**src/hdl/fqs_pkg.sv**
```systemverilog
// fqs_pkg: item types and action codes for the FIFO queue with search.
// No dependencies; used by fifo_queue_with_search.
package fqs_pkg;

    localparam int KEY_W = 32;
    localparam int POS_W = 4;
    localparam int CNT_W = 5;

    localparam logic [1:0] ACT_PUSH   = 2'd0;
    localparam logic [1:0] ACT_POP    = 2'd1;
    localparam logic [1:0] ACT_SEARCH = 2'd2;
    localparam logic [1:0] ACT_CLEAR  = 2'd3;

    typedef struct packed {
        logic [1:0]              action;
        logic signed [KEY_W-1:0] key;
    } in_item_t;

    typedef struct packed {
        logic                    ok;
        logic signed [KEY_W-1:0] popped_key;
        logic                    found;
        logic [POS_W-1:0]        found_position;
        logic [CNT_W-1:0]        entry_count;
        logic signed [KEY_W-1:0] head_key;
        logic signed [KEY_W-1:0] tail_key;
    } out_item_t;

endpackage

```
**src/hdl/fqs_ram.sv**
```systemverilog
// fqs_ram: generic single-write, single-read RAM with registered read data.
// No dependencies.
module fqs_ram #(
    parameter int WIDTH = 32,
    parameter int DEPTH = 16
) (
    input  logic                     aclk,
    input  logic                     we,
    input  logic [$clog2(DEPTH)-1:0] waddr,
    input  logic [WIDTH-1:0]         wdata,
    input  logic [$clog2(DEPTH)-1:0] raddr,
    output logic [WIDTH-1:0]         rdata
);

    logic [WIDTH-1:0] mem_reg [DEPTH];
    logic [WIDTH-1:0] rdata_reg;

    always_ff @(posedge aclk) begin
        if (we) begin
            mem_reg[waddr] <= wdata;
        end
        rdata_reg <= mem_reg[raddr];
    end

    assign rdata = rdata_reg;

endmodule

```
**src/hdl/fifo_queue_with_search.sv**
```systemverilog
// fifo_queue_with_search: ring-buffer queue of 32-bit keys with push, pop,
// sequential search and clear. Depends on fqs_pkg and fqs_ram.
//
// Usage:
//   s_valid/s_ready/s_item carries one action item (push, pop, search or
//   clear plus a key). m_valid/m_ready/m_item returns exactly one result
//   item per action: ok flag, popped key, search hit and position, entry
//   count and the head and tail keys after the action.
// Timing: push, clear, refused push/pop, pop of the only key and search of
//   an empty queue write their result at the accepting edge (into the
//   output register, or the holding register on a stall).
//   A pop leaving keys behind first waits on the RAM read of the new head.
//   A search reads the head from RAM, then compares k entries, k = hit
//   position + 1 (or the count on a miss), so up to DEPTH; the single RAM
//   read port and the one key comparator step through the ring one entry per cycle.
//   s_ready is high only while the sequencer is idle, so one action is in
//   work at a time.
// Stall: the result sits in the output register while m_ready is low; the
//   next item is still taken, and its result waits in a holding register
//   until the output register frees, with s_ready low meanwhile.
// Reset (aresetn low, synchronous): queue empty, indices zero, no result
//   pending. The key RAM is not cleared; only written entries are read.
module fifo_queue_with_search #(
    parameter int DEPTH = 16
) (
    input  logic              aclk,
    input  logic              aresetn,
    input  logic              s_valid,
    output logic              s_ready,
    input  fqs_pkg::in_item_t s_item,
    output logic              m_valid,
    input  logic              m_ready,
    output fqs_pkg::out_item_t m_item
);

    localparam int AW = $clog2(DEPTH);
    localparam int CW = $clog2(DEPTH + 1);
    localparam logic [AW-1:0] LAST_IDX = AW'(DEPTH - 1);
    localparam logic [CW-1:0] FULL_CNT = CW'(DEPTH);

    typedef enum logic [3:0] {
        ST_IDLE  = 4'b0001,
        ST_POPRD = 4'b0010,   // waiting on RAM read of the new head
        ST_SCAN  = 4'b0100,   // one entry compared per cycle
        ST_EMIT  = 4'b1000    // result held until output register frees
    } state_t;

    function automatic logic [AW-1:0] ring_next(input logic [AW-1:0] idx);
        ring_next = (idx == LAST_IDX) ? '0 : idx + 1'b1;
    endfunction

    state_t                     state_reg, state_next;
    logic [AW-1:0]              head_reg, head_next;
    logic [AW-1:0]              tail_reg, tail_next;
    logic [CW-1:0]              occ_reg, occ_next;
    logic [fqs_pkg::KEY_W-1:0]  head_key_reg, head_key_next;
    logic [fqs_pkg::KEY_W-1:0]  tail_key_reg, tail_key_next;
    logic [fqs_pkg::KEY_W-1:0]  key_reg, key_next;
    logic [fqs_pkg::KEY_W-1:0]  pop_key_reg, pop_key_next;
    logic [AW-1:0]              slot_reg, slot_next;
    logic [AW-1:0]              scan_n_reg, scan_n_next;
    fqs_pkg::out_item_t         res_reg, res_next;
    fqs_pkg::out_item_t         m_item_reg, m_item_next;
    logic                       m_valid_reg, m_valid_next;

    logic                       ram_we;
    logic [AW-1:0]              ram_waddr;
    logic [fqs_pkg::KEY_W-1:0]  ram_wdata;
    logic [AW-1:0]              ram_raddr;
    logic [fqs_pkg::KEY_W-1:0]  ram_rdata;

    fqs_pkg::out_item_t         res_val;
    logic                       res_done;
    logic                       out_free;

    fqs_ram #(
        .WIDTH (fqs_pkg::KEY_W),
        .DEPTH (DEPTH)
    ) u_key_ram (
        .aclk  (aclk),
        .we    (ram_we),
        .waddr (ram_waddr),
        .wdata (ram_wdata),
        .raddr (ram_raddr),
        .rdata (ram_rdata)
    );

    assign s_ready  = (state_reg == ST_IDLE);
    assign out_free = !m_valid_reg || m_ready;

    always_comb begin
        state_next    = state_reg;
        head_next     = head_reg;
        tail_next     = tail_reg;
        occ_next      = occ_reg;
        head_key_next = head_key_reg;
        tail_key_next = tail_key_reg;
        key_next      = key_reg;
        pop_key_next  = pop_key_reg;
        slot_next     = slot_reg;
        scan_n_next   = scan_n_reg;
        res_next      = res_reg;
        m_item_next   = m_item_reg;
        m_valid_next  = m_valid_reg && !m_ready;

        ram_we    = 1'b0;
        ram_waddr = tail_reg;
        ram_wdata = s_item.key;
        ram_raddr = head_reg;

        res_val    = '0;
        res_val.ok = 1'b1;
        res_done   = 1'b0;

        case (state_reg)
            ST_IDLE: begin
                if (s_valid) begin
                    case (s_item.action)
                        fqs_pkg::ACT_PUSH: begin
                            res_done = 1'b1;
                            if (occ_reg == FULL_CNT) begin
                                res_val.ok = 1'b0;
                            end else begin
                                ram_we        = 1'b1;
                                tail_next     = ring_next(tail_reg);
                                occ_next      = occ_reg + 1'b1;
                                tail_key_next = s_item.key;
                                if (occ_reg == '0) begin
                                    head_key_next = s_item.key;
                                end
                            end
                        end
                        fqs_pkg::ACT_POP: begin
                            if (occ_reg == '0) begin
                                res_val.ok = 1'b0;
                                res_done   = 1'b1;
                            end else begin
                                head_next = ring_next(head_reg);
                                occ_next  = occ_reg - 1'b1;
                                if (occ_reg == CW'(1)) begin
                                    res_val.popped_key = head_key_reg;
                                    res_done           = 1'b1;
                                end else begin
                                    // fetch the key that becomes the new head
                                    ram_raddr    = ring_next(head_reg);
                                    pop_key_next = head_key_reg;
                                    state_next   = ST_POPRD;
                                end
                            end
                        end
                        fqs_pkg::ACT_SEARCH: begin
                            if (occ_reg == '0) begin
                                res_done = 1'b1;
                            end else begin
                                ram_raddr   = head_reg;
                                key_next    = s_item.key;
                                slot_next   = head_reg;
                                scan_n_next = '0;
                                state_next  = ST_SCAN;
                            end
                        end
                        fqs_pkg::ACT_CLEAR: begin
                            head_next = '0;
                            tail_next = '0;
                            occ_next  = '0;
                            res_done  = 1'b1;
                        end
                        default: begin
                            res_done = 1'b1;
                        end
                    endcase
                end
            end
            ST_POPRD: begin
                head_key_next      = ram_rdata;
                res_val.popped_key = pop_key_reg;
                res_done           = 1'b1;
            end
            ST_SCAN: begin
                // ram_rdata holds the entry at slot_reg, position scan_n_reg
                if (ram_rdata == key_reg) begin
                    res_val.found          = 1'b1;
                    res_val.found_position = fqs_pkg::POS_W'(scan_n_reg);
                    res_done               = 1'b1;
                end else if (CW'(scan_n_reg) + 1'b1 == occ_reg) begin
                    res_done = 1'b1;
                end else begin
                    ram_raddr   = ring_next(slot_reg);
                    slot_next   = ring_next(slot_reg);
                    scan_n_next = scan_n_reg + 1'b1;
                end
            end
            ST_EMIT: begin
                if (out_free) begin
                    m_item_next  = res_reg;
                    m_valid_next = 1'b1;
                    state_next   = ST_IDLE;
                end
            end
            default: begin
                state_next = ST_IDLE;
            end
        endcase

        // occupancy and end keys reflect the state after the action
        res_val.entry_count = fqs_pkg::CNT_W'(occ_next);
        if (occ_next != '0) begin
            res_val.head_key = head_key_next;
            res_val.tail_key = tail_key_next;
        end

        if (res_done) begin
            if (out_free) begin
                m_item_next  = res_val;
                m_valid_next = 1'b1;
                state_next   = ST_IDLE;
            end else begin
                res_next   = res_val;
                state_next = ST_EMIT;
            end
        end
    end

    always_ff @(posedge aclk) begin
        if (!aresetn) begin
            state_reg   <= ST_IDLE;
            head_reg    <= '0;
            tail_reg    <= '0;
            occ_reg     <= '0;
            m_valid_reg <= 1'b0;
        end else begin
            state_reg   <= state_next;
            head_reg    <= head_next;
            tail_reg    <= tail_next;
            occ_reg     <= occ_next;
            m_valid_reg <= m_valid_next;
        end
    end

    always_ff @(posedge aclk) begin
        head_key_reg <= head_key_next;
        tail_key_reg <= tail_key_next;
        key_reg      <= key_next;
        pop_key_reg  <= pop_key_next;
        slot_reg     <= slot_next;
        scan_n_reg   <= scan_n_next;
        res_reg      <= res_next;
        m_item_reg   <= m_item_next;
    end

    assign m_valid = m_valid_reg;
    assign m_item  = m_item_reg;

endmodule

```
**config.mk**
```make
export PLATFORM = sky130hd
export DESIGN_NAME = fifo_queue_with_search
export DESIGN_NICKNAME = d
export VERILOG_FILES = /design/src/hdl/fqs_pkg.sv /design/src/hdl/fqs_ram.sv /design/src/hdl/fifo_queue_with_search.sv
export SDC_FILE = /design/constraint.sdc
export NUM_CORES = 1
export LEC_CHECK = 0
export ABC_CLOCK_PERIOD_IN_PS = 9650
export BUFFER_PORTS_ARGS = -buffer_cell sky130_fd_sc_hd__buf_4
export CORE_ASPECT_RATIO = 0.9
export CORE_MARGIN = 8
export CORE_UTILIZATION = 50
export DETAILED_ROUTE_END_ITERATION = 7
export PLACE_DENSITY = 0.73
export SLEW_MARGIN = 10
export SYNTH_ARGS = -nofsm -noshare
export SYNTH_HDL_FRONTEND = slang
export SYNTH_SLANG_ARGS = --single-unit
```
**constraint.sdc**
```tcl
create_clock -name aclk -period 9.65 [get_ports aclk]
set_input_delay 1.93 -clock aclk [delete_from_list [all_inputs] [get_ports aclk]]
set_output_delay 1.93 -clock aclk [all_outputs]
set_load 0.02 [all_outputs]
```
==> flow_metrics.py, run 1 <==
metrics = {
    "cts": {
        "numCtsBuffers": 86,
        "cts_tree": "done",
        "clock_latency_ns": 0.65,
        "cts_hold_repair.buffers": 0,
        "clock_path_buffers": 3,
        "path_clk_slew_ns": 0.06,
        "cts-root-buf": "clkbuf_16",
        "cts-htree-levels": 3,
        "clkSinkCount": 912,
        "cts-resized-gates": 0,
        "cts_setup_buffers": 0,
    },
    "yosys": {
        "synth-compound-area-share": 0.0942,
        "synth_top_family_by_area": "simple AND/OR/NAND/NOR gates",
        "syn-cell-area_um2": 35800,
        "synth_mux_area_frac": 0.0479,
        "synth-edff-count": 691,
        "syn_area_per_cell_um2": 12.9,
        "synth_area_leader_cell": "edfxtp_1",
        "synth-simple-area-share": 0.111,
        "ys_types": 68,
        "ys_ff_latch": 912,
        "ys_warn_count": 0,
        "synth_fa_ha_area_frac": 0.00560,
        "synth_xor_area_frac": 0.00993,
        "synthArstFlopShare": 0,
        "synthDominantCellAreaShare": 0.580,
        "syn-num-nets": 2817,
        "synth_ff_type": "edfxtp_1",
        "ys_top_cells_by_area": "edfxtp_1, dfxtp_1, nand2_1",
        "synthCells": 2763,
        "ys_seq_area_frac": 0.704,
    },
    "finish": {
        "synthToLayoutAreaGrowth_pct": 13.6,
        "num-fill-cells": 5570,
        "drive_above_1_share": 0.144,
        "layout.nets": 2910,
        "largest_reg_flops": 512,
        "design_area_um2": 40600,
        "fin_cells": 3880,
    },
    "power": {
        "ir_drop_mv": 0.166,
        "power.total_mw": 8.20,
        "p_leak_nw": 14.4,
        "power_density_nw_per_um2": 202,
    },
    "drt": {
        "drc": 0,
        "post_drt_via_cell_ratio": 5.99,
        "routed_wl_mm": 92.8,
        "wl_per_cell_um": 23.9,
        "dr.pass1.iters": 5,
        "drtIter0Drc": 2554,
        "vias": 23200,
        "ant_nets": 0,
    },
    "die": {
        "num_rows": 93,
        "dieArea_um2": 80400,
        "core_area_um2": 71200,
        "die_x_um": 298,
        "initial_core_util": 0.502,
        "io_pins": 147,
        "die_height_um": 270,
    },
    "timing": {
        "timing.fmax_ghz": 0.176,
        "fin_crit_ns": 5.68,
        "finalSetupViolations": 0,
        "rsz0062_at_grt": "false",
        "tightest_slew_ns": 1.26,
        "final.setup_skew_ns": 0.0337,
        "maxSlewHeadroom": 0.160,
        "slew_violations": 0,
        "final-hold-violation-count": 0,
        "fin_ws_ns": 3.97,
        "final.period_utilization": 0.588,
        "tns_ns": 0,
    },
    "worst_setup_path": {
        "crit_type": "in -> reg",
        "max_stage_delay_ns": 0.72,
        "cp-end-kind": "flip-flop",
        "arrival_ns": 6.15,
        "crit_family": "buffers and inverters",
        "worst_setup_path_start_kind": "input pin",
        "worstPathRequired_ns": 10.13,
        "crit_chain": "buf_4 > inv_1 > ha_1 > o21a_1 > nand2_1 > inv_1 > buf_4 > nand2_1 > o211ai_4 > buf_12 > buf_4 > mux2i_1 > nor3_1 > a2111oi_0 > o211ai_1",
        "crit_fanout": 151,
        "critical_path_buf_inv_count": 6,
        "cp_slowest_cell": "buf_4",
        "cpMostUsedCell": "buf_4",
    },
    "global_routing": {
        "grt_max_degree": 160,
        "grt_pass1_vias": 23100,
        "grt_pass1_wl_mm": 140,
        "grt-ovfl-total": 0,
        "antenna_found_initial": 6,
        "grt_usage": 0.223,
    },
    "worst_hold_path": {
        "hp-class": "reg -> reg",
    },
    "place": {
        "io_buffers": 146,
        "dpl.hpwl_mm": 52.7,
        "pre_cts_slack_ns": 3.45,
        "routabilityCongestion": 0.816,
        "placed_area_um2": 37800,
        "post-place-cells": 3717,
    },
    "flow_run": {
        "cap_violations": 0,
    },
    "status": {
        "status": "finished clean",
    },
}
cell families (layout without fill, tap and decap cells):
family          Yosys count  count (layout)
compound gates          464             464
xor+xnor                 39              39
fa+ha+maj                16              16
buf+inv                 229             394
flops                   912             912
mux                     167             167
other cells               0               2
simple gates            936             936
metal layers:
layer / global-route usage / part of all wire
met5: 0 / 0.00057
met1: 0.289 / 0.39
met2: 0.366 / 0.48
met4: 0.0892 / 0.039
met3: 0.0468 / 0.082
report_power, final:
part           total (mW)  leakage [nW]  internal, mW  switching, mW
clock                3.31          1.35          1.84           1.47
sequential           4.43          8.07          4.35         0.0838
combinational       0.462          4.98         0.145          0.316
total                8.20          14.4          6.33           1.87
layout make-up:
class / count / area, um^2 / area share
Clock buffer: 119 / 2440 / 0.0600
Timing Repair Buffer: 188 / 1450 / 0.0357
Sequential cell: 912 / 25200 / 0.620
Clock inverter: 41 / 352 / 0.00866
Multi-Input combinational cell: 1622 / 9840 / 0.242
Inverter: 46 / 173 / 0.00425
Antenna cell: 2 / 5.00 / 0.000123
Tap cell: 950 / 1190 / 0.0293
worst paths after layout:
path	start	cells after the start	to	slack [ns]
worst max-delay path	s_item[33]	15	u_key_ram.rdata[20]$_DFF_P_	3.97
worst min-delay path	head_key_reg[28]$_DFF_P_	0	pop_key_reg[28]$_DFFE_PP_	0.47
worst max register to register	u_key_ram.rdata[7]$_DFF_P_	11	u_key_ram.rdata[20]$_DFF_P_	4.24
worst min register to register	head_key_reg[28]$_DFF_P_	0	pop_key_reg[28]$_DFFE_PP_	0.47
per-stage QoR:
stage / utilization / hold WS (ns)
3_5_place_dp: 0.531 / 0.447
3_3_place_gp: 0.531 / 0.440
5_1_grt: 0.570 / 0.464
4_1_cts: 0.570 / 0.466
2_1_floorplan: - / 0.431
6_report: 0.570 / 0.467
cells in the mapped netlist, types with 7 or more instances:
| library cell | instances |
|---|---|
| nand4_1 | 9 |
| a31o_2 | 32 |
| nor2b_1 | 9 |
| mux2_2 | 32 |
| dfxtp_1 | 221 |
| a22oi_1 | 41 |
| a22o_1 | 32 |
| nor2_1 | 65 |
| a2111oi_0 | 56 |
| edfxtp_1 | 691 |
| nand3_1 | 136 |
| clkbuf_1 | 110 |
| o211ai_1 | 32 |
| nand2_1 | 597 |
| a21oi_1 | 110 |
| xnor2_1 | 36 |
| ha_1 | 16 |
| a2111oi_1 | 8 |
| nor3_1 | 74 |
| and2_1 | 11 |
| buf_1 | 7 |
| buf_2 | 59 |
| inv_1 | 46 |
| o31ai_1 | 32 |
| mux2i_1 | 135 |
| o21ai_0 | 56 |
| a32o_1 | 31 |
placed cells by master (no fill, tap or decap), types with 19 or more instances in the layout:
cell type / instances
mux2i_1: 135
buf_4: 185
inv_1: 46
edfxtp_1: 691
o211ai_1: 32
nor2_1: 50
a31o_2: 32
mux2_2: 32
o21ai_0: 56
dfxtp_1: 221
nor3_1: 69
o31ai_1: 32
xnor2_1: 36
clkbuf_1: 19
clkbuf_16: 88
nand2_1: 593
a21oi_1: 109
a22o_1: 32
a2111oi_0: 56
a32o_1: 31
a22oi_1: 41
nand3_1: 136
Power figures use the tool's default switching activity.
==> run 2, diff against run 1 <==
- ABC_AREA: default -> 1
- ABC_CLOCK_PERIOD_IN_PS: 9650 -> 5000
- PLACE_DENSITY: 0.73 -> 0.75
- clock period: 9.65 -> 5 ns (I/O delays scaled with it)
==> run 2 against run 1 <==
  * Utilization rose by 0.38 points
  * Via count grew 19%
  * Non-clock buffer count is 20 higher
  * Clock power is 98% higher
  * Synthesized cell count is 36% higher
  * Final area is 7.6% higher
  * Synthesized area is 7.5% higher
  * Largest cell class unchanged
  * Highest routed layer unchanged
  * Sequential power is 130% higher
  * Routed wire length is 8.6% higher
  * Total power grew to 3.1 times the previous value
  * Clock skew decreased by 0.0055 ns
==> flow_metrics.py, run 2 <==
metrics = {
    "yosys": {
        "syn_area_per_cell_um2": 10.2,
        "syn-num-nets": 3818,
        "ys_ff_latch": 912,
        "synth_area_leader_cell": "edfxtp_1",
        "synthCells": 3764,
        "synth-edff-count": 691,
        "synth_ff_type": "edfxtp_1",
        "ys_seq_area_frac": 0.654,
        "yosys-top-cells-count": "nand2_1, edfxtp_1, inv_1",
        "synthArstFlopShare": 0,
        "ys_types": 35,
        "ys_top_cells_by_area": "edfxtp_1, dfxtp_1, nand2_1",
        "synth.most_common_cell": "nand2_1",
        "ys_warn_count": 0,
        "syn-cell-area_um2": 38500,
        "synthDominantCellAreaShare": 0.539,
    },
    "cts": {
        "cts-root-buf": "clkbuf_16",
        "cts-resized-gates": 0,
        "numCtsBuffers": 86,
        "cts_setup_buffers": 0,
        "cts_hold_repair.buffers": 0,
        "clkSinkCount": 912,
        "clock_path_buffers": 3,
        "cts-htree-levels": 3,
        "cts_tree": "done",
        "path_clk_slew_ns": 0.06,
        "clock_latency_ns": 0.64,
    },
    "die": {
        "die_x_um": 308,
        "num_rows": 96,
        "dieArea_um2": 86100,
        "die_height_um": 279,
        "io_pins": 147,
        "core_area_um2": 76200,
        "initial_core_util": 0.505,
    },
    "drt": {
        "ant_nets": 0,
        "post_drt_via_cell_ratio": 5.57,
        "drc": 0,
        "routed_wl_mm": 101,
        "dr.pass1.iters": 6,
        "wl_per_cell_um": 20.4,
        "vias": 27600,
        "drtIter0Drc": 3043,
    },
    "worst_setup_path": {
        "rr_worst_depth": 15,
        "ff2ff_setup_slack_ns": 1.16,
        "crit_type": "reg -> reg",
        "cpMostUsedCell": "nand2_1",
        "critPathLaunch": "u_key_ram.rdata[10]$_DFF_P_",
        "rr_startpoint": "u_key_ram.rdata[10]$_DFF_P_",
        "arrival_ns": 4.37,
        "r2r_end": "u_key_ram.rdata[16]$_DFF_P_",
        "worst_setup_path_start_kind": "flip-flop",
        "cp_slowest_cell": "inv_6",
        "cp-end-kind": "flip-flop",
        "max_stage_delay_ns": 0.60,
        "worstPathRequired_ns": 5.53,
        "crit_chain": "xnor2_1 > nand2_1 > nor2_1 > nand2_1 > nor2_1 > nand2_1 > nand4_1 > nand2_1 > inv_6 > buf_4 > nand3_1 > nand3_1 > nand3_1 > nand3_1 > nand2_1",
        "crit_fanout": 95,
    },
    "global_routing": {
        "grt_pass1_vias": 26400,
        "grt.busiest_layer": "met2",
        "met3_usage": 0.0356,
        "grt_max_degree": 113,
        "antenna_found_initial": 2,
        "use_met2": 0.377,
        "grt_usage": 0.228,
        "grt_util_met1": 0.304,
        "grt_pass1_wl_mm": 154,
        "grt-ovfl-total": 0,
    },
    "worst_hold_path": {
        "hold_path.startpoint": "head_key_reg[15]$_DFF_P_",
        "hp-class": "reg -> reg",
        "holdPathStages": 0,
        "hold_end": "pop_key_reg[15]$_DFFE_PP_",
    },
    "power": {
        "ir_drop_mv": 0.737,
        "p_leak_nw": 17.4,
        "power_density_nw_per_um2": 577,
    },
    "timing": {
        "tns_ns": 0,
        "finalSetupViolations": 0,
        "final-hold-violation-count": 0,
        "tightest_slew_ns": 1.07,
        "whs_ns": 0.449,
        "maxSlewHeadroom": 0.286,
        "rsz0062_at_grt": "false",
        "timing.fmax_ghz": 0.260,
        "final.setup_skew_ns": 0.0282,
        "final.period_utilization": 0.768,
        "fin_crit_ns": 3.84,
        "slew_violations": 0,
    },
    "finish": {
        "synthToLayoutAreaGrowth_pct": 13.7,
        "final_common_cell": "nand2_1",
        "largest_reg_flops": 512,
        "final_cell_mix": "nand2_1, edfxtp_1, inv_1",
        "layout.nets": 3904,
        "drive_above_1_share": 0.106,
    },
    "place": {
        "dpl.hpwl_mm": 58.4,
        "io_buffers": 146,
        "routabilityCongestion": 0.857,
    },
    "flow_run": {
        "cap_violations": 0,
    },
    "status": {
        "status": "finished clean",
    },
}
run 2: cell types whose count changed after synthesis, moves of 56 or more:
cell | previous run | this run
nand2_1 | 597 | 757
nand3_1 | 136 | 504
a2111oi_0 | 56 | 0
o21ai_0 | 56 | 212
nand3b_1 | 3 | 161
a31oi_1 | 2 | 70
nor3_1 | 74 | 10
nor2_1 | 65 | 168
mux2i_1 | 135 | 0
inv_1 | 46 | 558
run 2: worst max-delay path: cells and delay by family, from the launching register on:
kind	cells	cell delay (ns)
simple gates	12	1.85
buf+inv	2	1.14
flops	1	0.42
xor+xnor	1	0.14
run 2: how the worst max path moves through the flow:
stage	cells past startpoint	to	slack [ns]
final	15	u_key_ram.rdata[16]$_DFF_P_	1.16
after global routing	15	u_key_ram.rdata[14]$_DFF_P_	0.98
after CTS	15	u_key_ram.rdata[20]$_DFF_P_	1.30
after detailed placement	17	u_key_ram.rdata[6]$_DFF_P_	1.09
after global placement	16	u_key_ram.rdata[22]$_DFF_P_	1.11
after floorplan	10	res_reg[0]$_DFFE_PP_	0.29
run 2: cell families after synthesis:
family,Yosys count,share of synthesized area
muxes,35,0.0102
adders and majority gates,16,0.00520
and+or+nand+nor,1612,0.191
xor gates and xnor gates,35,0.00797
DFF,912,0.654
buffers and inverters,771,0.0775
AOI/OAI and AO/OA,383,0.0537
run 2: metal layers:
| layer | share of wire | wire length [um] |
|---|---|---|
| met1 | 0.40 | 40700 |
| met2 | 0.48 | 48300 |
| met3 | 0.080 | 8110 |
| met4 | 0.036 | 3630 |
| met5 | 0.00013 | 13 |
run 2: power breakdown:
group          switching [mW]  leakage, nW  internal [mW]  total, mW
Combinational            5.74         7.95           2.82       8.56
Sequential              0.700         8.09           9.40       10.1
Clock                    2.82         1.40           3.76       6.57
Total                    9.26         17.4           16.0       25.2
run 2: through the flow:
step	instances	power, mW	cell area, um^2	utilization	setup WS (ns)
3_3_place_gp	4791	18.5	40900	0.537	1.11
6_report	4953	25.2	43700	0.574	1.16
4_1_cts	4952	25.2	43700	0.574	1.30
5_1_grt	4952	26.5	43700	0.574	0.978
2_1_floorplan	3764	15.6	38500	-	0.290
3_5_place_dp	4791	18.7	40900	0.537	1.09
run 2: layout make-up:
type / instances / area (um^2)
Antenna cell: 1 / 2.50
Clock buffer: 117 / 2450
Clock inverter: 44 / 392
Fill cell: 6224 / 32400
Inverter: 561 / 2110
Multi-Input combinational cell: 2081 / 10500
Sequential cell: 912 / 25200
Tap cell: 1029 / 1290
Timing Repair Buffer: 208 / 1760
